<file path="src/rtl/core/prsa_pkg.sv">
// Shared types and constants for the protection region slot allocator.
package prsa_pkg;

  localparam int MAX_SLOTS = 16;
  localparam int IDX_W = (MAX_SLOTS > 1) ? $clog2(MAX_SLOTS) : 1;
  localparam int CNT_W = $clog2(MAX_SLOTS + 1);
  localparam int ACT_W = 5;
  localparam int CFG_IDX_W = 2;
  localparam int CFG_DATA_W = 8;
  localparam logic [31:0] ADDR_ONES = 32'hFFFF_FFFF;

  typedef enum logic [CFG_IDX_W-1:0] {
    CFG_ACTIVE_SLOTS = 2'd0,
    CFG_FIRST_REGION = 2'd1,
    CFG_FREE_CODE    = 2'd2,
    CFG_RELEASE_CODE = 2'd3
  } cfg_reg_t;

  typedef struct packed {
    logic [7:0]  req_domain;
    logic [31:0] req_start;
    logic [31:0] req_end;
    logic [31:0] read_mask;
    logic [31:0] write_mask;
  } req_t;

  typedef struct packed {
    logic        status;
    logic        released;
    logic [7:0]  region_number;
    logic [31:0] region_start;
    logic [31:0] region_end;
    logic [7:0]  region_owner;
    logic [31:0] read_perm;
    logic [31:0] write_perm;
  } res_t;

  typedef struct packed {
    logic [31:0] addr_lo;
    logic [31:0] addr_hi;
    logic [7:0]  owner;
  } slot_t;

  localparam int SLOT_W = $bits(slot_t);
  localparam slot_t SLOT_RESET = '{addr_lo: ADDR_ONES, addr_hi: ADDR_ONES, owner: 8'h00};

  typedef struct packed {
    logic load;
    logic step;
    logic commit;
  } dp_cmd_t;

  typedef struct packed {
    logic scan_last;
    logic scan_empty;
    logic out_free;
  } dp_stat_t;

endpackage

</file>
<file path="src/rtl/core/prsa_ram.sv">
// Generic single write port, single read port RAM with registered read data.
module prsa_ram #(
  parameter int WIDTH = 8,
  parameter int DEPTH = 16
) (
  input  logic                                       clk,
  input  logic                                       we,
  input  logic [((DEPTH > 1) ? $clog2(DEPTH) : 1)-1:0] waddr,
  input  logic [WIDTH-1:0]                           wdata,
  input  logic [((DEPTH > 1) ? $clog2(DEPTH) : 1)-1:0] raddr,
  output logic [WIDTH-1:0]                           rdata
);

  logic [WIDTH-1:0] mem [DEPTH];

  always_ff @(posedge clk) begin
    if (we) begin
      mem[waddr] <= wdata;
    end
    rdata <= mem[raddr];
  end

endmodule

</file>
<file path="src/rtl/core/prsa_ctrl.sv">
// Controller state machine that sequences the slot scan and the final update.
module prsa_ctrl
  import prsa_pkg::*;
(
  input  logic     clk,
  input  logic     rst,
  input  logic     in_valid,
  output logic     in_stall,
  input  dp_stat_t stat,
  output dp_cmd_t  cmd
);

  typedef enum logic [1:0] {
    S_IDLE,
    S_SCAN,
    S_LAST,
    S_COMMIT
  } state_t;

  state_t state;
  state_t state_next;

  always_comb begin
    state_next = state;
    cmd = '0;
    in_stall = (state != S_IDLE);
    unique case (state)
      S_IDLE: begin
        if (in_valid) begin
          cmd.load = 1'b1;
          state_next = stat.scan_empty ? S_COMMIT : S_SCAN;
        end
      end
      S_SCAN: begin
        cmd.step = 1'b1;
        if (stat.scan_last) begin
          state_next = S_LAST;
        end
      end
      S_LAST: begin
        state_next = S_COMMIT;
      end
      S_COMMIT: begin
        if (stat.out_free) begin
          cmd.commit = 1'b1;
          state_next = S_IDLE;
        end
      end
    endcase
  end

  always_ff @(posedge clk) begin
    if (rst) begin
      state <= S_IDLE;
    end else begin
      state <= state_next;
    end
  end

endmodule

</file>
<file path="src/rtl/core/prsa_dp.sv">
// Datapath with configuration, slot table, scan compare logic and result register.
module prsa_dp
  import prsa_pkg::*;
(
  input  logic                  clk,
  input  logic                  rst,
  input  req_t                  in_item,
  output logic                  out_valid,
  input  logic                  out_stall,
  output res_t                  out_item,
  input  logic                  cfg_write,
  input  logic [CFG_IDX_W-1:0]  cfg_index,
  input  logic [CFG_DATA_W-1:0] cfg_data,
  input  dp_cmd_t               cmd,
  output dp_stat_t              stat
);

  logic [ACT_W-1:0] active_slots;
  logic [7:0]       first_region;
  logic [7:0]       free_code;
  logic [7:0]       release_code;

  req_t             req_q;
  logic [IDX_W-1:0] idx;
  logic             eval_en;
  logic [IDX_W-1:0] eval_idx;
  logic             valid_q;
  logic [MAX_SLOTS-1:0] slot_valid;
  logic             has_match;
  logic             has_free;
  logic [IDX_W-1:0] pick;

  logic [SLOT_W-1:0] ram_rdata;
  slot_t            entry;
  slot_t            wr_entry;
  logic             hit_match;
  logic             hit_free;
  logic             found;
  logic             do_release;
  logic [CNT_W-1:0] scan_count;
  res_t             res;

  always_ff @(posedge clk) begin
    if (rst) begin
      active_slots <= ACT_W'(16);
      first_region <= 8'd0;
      free_code <= 8'd0;
      release_code <= 8'd1;
    end else if (cfg_write) begin
      unique case (cfg_reg_t'(cfg_index))
        CFG_ACTIVE_SLOTS: active_slots <= cfg_data[ACT_W-1:0];
        CFG_FIRST_REGION: first_region <= cfg_data;
        CFG_FREE_CODE:    free_code <= cfg_data;
        CFG_RELEASE_CODE: release_code <= cfg_data;
      endcase
    end
  end

  always_comb begin
    if (32'(active_slots) > 32'(MAX_SLOTS)) begin
      scan_count = CNT_W'(MAX_SLOTS);
    end else begin
      scan_count = CNT_W'(active_slots);
    end
  end

  assign stat.scan_empty = (scan_count == '0);
  assign stat.scan_last = ((CNT_W'(idx) + CNT_W'(1)) == scan_count);
  assign stat.out_free = !out_valid || !out_stall;

  assign entry = valid_q ? slot_t'(ram_rdata) : SLOT_RESET;
  assign hit_match = (entry.addr_lo == req_q.req_start) && (entry.addr_hi == req_q.req_end);
  assign hit_free = (entry.owner == free_code) && (entry.addr_lo == ADDR_ONES) &&
                    (entry.addr_hi == ADDR_ONES);

  assign found = has_match || has_free;
  assign do_release = has_match && (req_q.req_domain == release_code);

  always_comb begin
    if (do_release) begin
      wr_entry = '{addr_lo: ADDR_ONES, addr_hi: ADDR_ONES, owner: free_code};
    end else begin
      wr_entry = '{addr_lo: req_q.req_start, addr_hi: req_q.req_end, owner: req_q.req_domain};
    end
    res = '0;
    if (found) begin
      res.released = do_release;
      res.region_number = first_region + 8'(pick);
      res.region_start = wr_entry.addr_lo;
      res.region_end = wr_entry.addr_hi;
      res.region_owner = wr_entry.owner;
      res.read_perm = req_q.read_mask;
      res.write_perm = req_q.write_mask;
    end else begin
      res.status = 1'b1;
    end
  end

  prsa_ram #(
    .WIDTH(SLOT_W),
    .DEPTH(MAX_SLOTS)
  ) u_slots (
    .clk  (clk),
    .we   (cmd.commit && found),
    .waddr(pick),
    .wdata(wr_entry),
    .raddr(idx),
    .rdata(ram_rdata)
  );

  always_ff @(posedge clk) begin
    if (rst) begin
      slot_valid <= '0;
      eval_en <= 1'b0;
      out_valid <= 1'b0;
    end else begin
      eval_en <= cmd.step;
      if (cmd.commit && found) begin
        slot_valid[pick] <= 1'b1;
      end
      if (cmd.commit) begin
        out_valid <= 1'b1;
      end else if (!out_stall) begin
        out_valid <= 1'b0;
      end
    end
  end

  always_ff @(posedge clk) begin
    valid_q <= slot_valid[idx];
    eval_idx <= idx;
    if (cmd.load) begin
      req_q <= in_item;
      idx <= '0;
      has_match <= 1'b0;
      has_free <= 1'b0;
      pick <= '0;
    end else begin
      if (cmd.step) begin
        idx <= idx + IDX_W'(1);
      end
      if (eval_en && !has_match) begin
        if (hit_match) begin
          has_match <= 1'b1;
          pick <= eval_idx;
        end else if (!has_free && hit_free) begin
          has_free <= 1'b1;
          pick <= eval_idx;
        end
      end
    end
    if (cmd.commit) begin
      out_item <= res;
    end
  end

endmodule

</file>
<file path="src/rtl/core/protection_region_slot_allocator.sv">
// An accepted item is compared against the first min(active_slots, 16) slots, one slot read
// and compared per cycle, then committed to the output register once it is free; with no
// active slot the scan is skipped. Input is stalled until the commit, so a new item is taken
// only after the last result is committed, and may be taken while that result still waits.
// Reset clears control state and slot valid bits and loads the default configuration, so every
// slot reads as invalid addresses with owner zero until written.
module protection_region_slot_allocator
  import prsa_pkg::*;
(
  input  logic                  clk,
  input  logic                  rst,
  input  logic                  in_valid,
  output logic                  in_stall,
  input  req_t                  in_item,
  output logic                  out_valid,
  input  logic                  out_stall,
  output res_t                  out_item,
  input  logic                  cfg_write,
  input  logic [CFG_IDX_W-1:0]  cfg_index,
  input  logic [CFG_DATA_W-1:0] cfg_data
);

  dp_cmd_t  cmd;
  dp_stat_t stat;

  prsa_ctrl u_ctrl (
    .clk     (clk),
    .rst     (rst),
    .in_valid(in_valid),
    .in_stall(in_stall),
    .stat    (stat),
    .cmd     (cmd)
  );

  prsa_dp u_dp (
    .clk      (clk),
    .rst      (rst),
    .in_item  (in_item),
    .out_valid(out_valid),
    .out_stall(out_stall),
    .out_item (out_item),
    .cfg_write(cfg_write),
    .cfg_index(cfg_index),
    .cfg_data (cfg_data),
    .cmd      (cmd),
    .stat     (stat)
  );

`ifndef SYNTHESIS
  assert property (@(posedge clk) disable iff (rst) cmd.commit |-> !(out_valid && out_stall))
    else $error("Result committed over a stalled item.");
  assert property (@(posedge clk) disable iff (rst) $rose(out_valid) |-> $past(cmd.commit))
    else $error("Output became valid without a commit.");
  assert property (@(posedge clk) disable iff (rst) cmd.step |-> !stat.scan_empty)
    else $error("Scan step issued with no active slots.");
  assert property (@(posedge clk) disable iff (rst) cmd.load |=> in_stall)
    else $error("Input not stalled after an item was accepted.");
`endif

endmodule
</file>
<file path="config.mk">
export PLATFORM = sky130hd
export DESIGN_NAME = protection_region_slot_allocator
export DESIGN_NICKNAME = d
export VERILOG_FILES = /design/src/rtl/core/prsa_pkg.sv /design/src/rtl/core/prsa_ram.sv /design/src/rtl/core/prsa_ctrl.sv /design/src/rtl/core/prsa_dp.sv /design/src/rtl/core/protection_region_slot_allocator.sv
export SDC_FILE = /design/constraint.sdc
export NUM_CORES = 2
export LEC_CHECK = 0
export CELL_PAD_IN_SITES_DETAIL_PLACEMENT = 2
export CELL_PAD_IN_SITES_GLOBAL_PLACEMENT = 2
export CORE_MARGIN = 2
export CORE_UTILIZATION = 40
export DETAILED_ROUTE_END_ITERATION = 12
export DONT_BUFFER_PORTS = 1
export PLACE_DENSITY_LB_ADDON = 0.1
export SLEW_MARGIN = 20
export SYNTH_ARGS = -nofsm -noshare
export SYNTH_HDL_FRONTEND = slang
export SYNTH_SLANG_ARGS = --single-unit
</file>
<file path="constraint.sdc">
create_clock -name clk -period 23.9 [get_ports clk]
set_clock_uncertainty 0.2 [all_clocks]
set_input_delay 3.585 -clock clk [delete_from_list [all_inputs] [get_ports clk]]
set_output_delay 3.585 -clock clk [all_outputs]
set_load 0.005 [all_outputs]
</file>
==> out/metrics.cfg <==
[worst_setup_path]
rr_worst_depth = 5
cp_max_fo = 34
r2r_start = u_dp.has_free$_SDFFE_PP0P_
crit_type = in -> reg
endpoint = u_dp.u_slots.mem[12][47]$_DFFE_PP_
critPathArrivalTime_ns = 6.84
worstReg2RegEnd = u_dp.u_slots.mem[2][40]$_DFFE_PP_
end_kind = flip-flop
critPathLaunchType = primary input
critPathLaunch = out_stall
required_ns = 24.10
reg2reg_slack_ns = 19.35

[worst_hold_path]
whs_path_depth = 2
hp-class = reg -> reg

[clock_tree]
cts_max_path_buffers = 3
htree_levels = 4
cts_buffers = 170
cts_root_buf = clkbuf_16
cts_tree = yes
hold_buffers = 0
cts_setup_buffers = 0
insertion_delay_ns = 0.77
clk_pin_slew_ns = 0.06
cts_resized = 0
clkSinkCount = 1570

[timing]
tightest_slew_ns = 1.15
finalSetupTns_ns = 0
fin_crit_ns = 6.65
max_freq_ghz = 0.150
relSlewSlack_pct = 23.5
hold_viol = 0
rsz0062_at_grt = no
setup_violations = 0
maxSlewViolCount = 0
fin_crit_sh_pct = 27.8

[cells_and_area]
synthToLayoutAreaGrowth_pct = 13.3
most-common-layout-cells = edfxtp_1 (1,434), mux4_2 (365), clkbuf_16 (171), and2_1 (141), dfxtp_1 (131)
final_common_cell = edfxtp_1
drive_above_1_share_pct = 24.8
stdcell_area_um2 = 67100
fin_cells = 4976
nNetsFinal = 3060
fillers = 13100

[global_routing]
gr-total-overflow = 0
grt_pass1_wl_mm = 230
grtUsageTotal_pct = 21.4
antenna_found_initial = 20
grt_max_degree = 133
grt_pass1_vias = 30900

[route]
wl_met2_mm = 78.1
first_pass_iters = 5
drc_errors = 0
ant_nets = 0
dr_wl_met3_mm = 9.87
vias_per_cell = 5.62
wl_met1_mm = 68.6
dr.max_layer_used = met5
drt_iter0_drc = 2240
wire_per_inst_um = 32.4
vias = 28000
drt-total-wl_mm = 161

[run]
maxCapViolCount = 0

[floorplan]
core_area_um2 = 147000
ios = 299
rows = 141
initial_core_util_pct = 40.2
die_y_um = 389
die_area_um2 = 151000
die_w_um = 389

[placement]
dp_cells = 4656
place.gp.congestion = 0.747
hpwl_mm = 93.7
portBuffers = 0
placed_area_um2 = 61700

[synth]
netlist_instances = 2804
ys_warn_count = 0
synth_nets = 2966
ys_ff_latch = 1570
ys_seq_area_share_pct = 77.3
syn_area_um2 = 59300
synth_edf_count = 1434
ys.flop_type = edfxtp_1
yosys.cell_types.count = 59
ys_async_sr_fraction_pct = 0
synth_area_per_cell_um2 = 21.1

[power_and_ir_drop]
leakage_nw = 20.9
p_per_area_nw_per_um2 = 109
ir_drop_mv = 0.0788

[status]
outcome = finished clean

per-layer routing:
| metal | global-route usage (%) | vias up |
|---|---|---|
| li1 | - | 11600 |
| met2 | 34.7 | 843 |
| met1 | 28.9 | 15300 |
| met3 | 4.79 | 227 |
| met4 | 6.53 | 12 |
| met5 | 0 | - |
synth_stat cells (6+ instances only):
library cell	n	share of area, %
buf_1	21	0.13
inv_1	13	0.082
nor3b_1	9	0.11
mux2i_1	24	0.41
nor4_1	10	0.11
xnor2_1	21	0.31
nand2_1	104	0.66
edfxtp_1	1434	73
o32ai_1	15	0.22
mux4_2	365	14
nor4b_1	15	0.22
nor3_1	8	0.068
or2_2	65	0.69
dfxtp_1	136	4.6
nor4bb_1	12	0.20
and2_1	142	1.5
ha_1	10	0.21
a22o_1	8	0.12
nor2b_1	6	0.063
clkbuf_1	71	0.45
nand3_1	10	0.084
or3b_1	9	0.13
a21oi_1	51	0.43
nand4b_1	21	0.31
nand2b_1	7	0.074
nor2_1	83	0.53
xor2_1	31	0.46
buf_2	33	0.28
o22ai_1	10	0.11
sequential cells by signal (all words and copies together), names as in the netlist:
register            flops
u_dp.u_slots.rdata     72
u_dp.release_code       8
u_dp.has_free           1
u_dp.idx                4
u_dp.has_match          1
u_ctrl.state            2
u_dp.free_code          8
u_dp.first_region       8
u_dp.out_item         146
u_dp.eval_en            1
u_dp.req_q            136
u_dp.eval_idx           4
u_dp.pick               4
u_dp.out_valid          1
u_dp.u_slots.mem     1152
u_dp.active_slots       5
u_dp.slot_valid        16
u_dp.valid_q            1
final cells by class:
| cell class | count | area, um2 | share of cell area (%) |
|---|---|---|---|
| inverters | 14 | 57.6 | 0.0857 |
| flip-flops and latches | 1570 | 45800 | 68.2 |
| repair buffers | 52 | 423 | 0.630 |
| clock inverters | 57 | 593 | 0.884 |
| well taps | 1930 | 2410 | 3.60 |
| diodes | 6 | 15.0 | 0.0224 |
| clock buffers | 257 | 4820 | 7.18 |
| multi-input cells | 1090 | 13000 | 19.4 |
cells by family (layout without fill, tap and decap cells):
kind of cell / after synthesis / in the layout / share of synthesized area [%]
buffers and inverters: 144 / 380 / 1.03
other: 0 / 6 / 0
XOR/XNOR: 52 / 52 / 0.769
AND/OR/NAND/NOR: 517 / 517 / 4.97
adder cells (fa/ha/maj): 12 / 12 / 0.262
multiplexers: 397 / 397 / 14.4
AO/OA/AOI/OAI: 112 / 112 / 1.28
flip-flops: 1570 / 1570 / 77.3
report_power, final:
part | leakage, nW | total (mW) | internal (mW) | switching [mW]
logic | 4.09 | 1.24 | 0.540 | 0.702
clock network | 2.64 | 2.56 | 1.50 | 1.06
registers | 14.1 | 3.48 | 3.29 | 0.189
total | 20.9 | 7.28 | 5.33 | 1.96
worst min path at each step:
stage | from | to | slack [ns]
after global placement | u_dp.eval_idx[0]$_DFF_P_ | u_dp.pick[0]$_SDFFE_PP0P_ | 0.23
after floorplan | u_dp.idx[2]$_SDFFE_PP0P_ | u_dp.eval_idx[2]$_DFF_P_ | 0.13
after detailed placement | u_dp.eval_idx[0]$_DFF_P_ | u_dp.pick[0]$_SDFFE_PP0P_ | 0.24
after CTS | u_dp.eval_idx[0]$_DFF_P_ | u_dp.pick[0]$_SDFFE_PP0P_ | 0.25
after global routing | u_dp.eval_idx[0]$_DFF_P_ | u_dp.pick[0]$_SDFFE_PP0P_ | 0.27
final | u_dp.eval_idx[0]$_DFF_P_ | u_dp.pick[0]$_SDFFE_PP0P_ | 0.25
worst max-delay path, cell delays in order:
cell and delay [ns]:
nand2_1 0.08, and2_4 0.52, nand4_1 0.50, nor3_2 0.82, buf_4 0.66, buf_4 0.61
stage by stage:
step	total power [mW]	util [%]	hold WS [ns]	setup WS, ns
2_1_floorplan	4.33	-	0.126	10.41
3_3_place_gp	4.76	41.8	0.228	16.48
6_report	7.28	45.5	0.247	17.25
3_5_place_dp	4.80	41.8	0.237	16.41
4_1_cts	7.39	45.5	0.250	17.20
5_1_grt	7.57	45.5	0.271	17.06
Power figures use the tool's default switching activity.
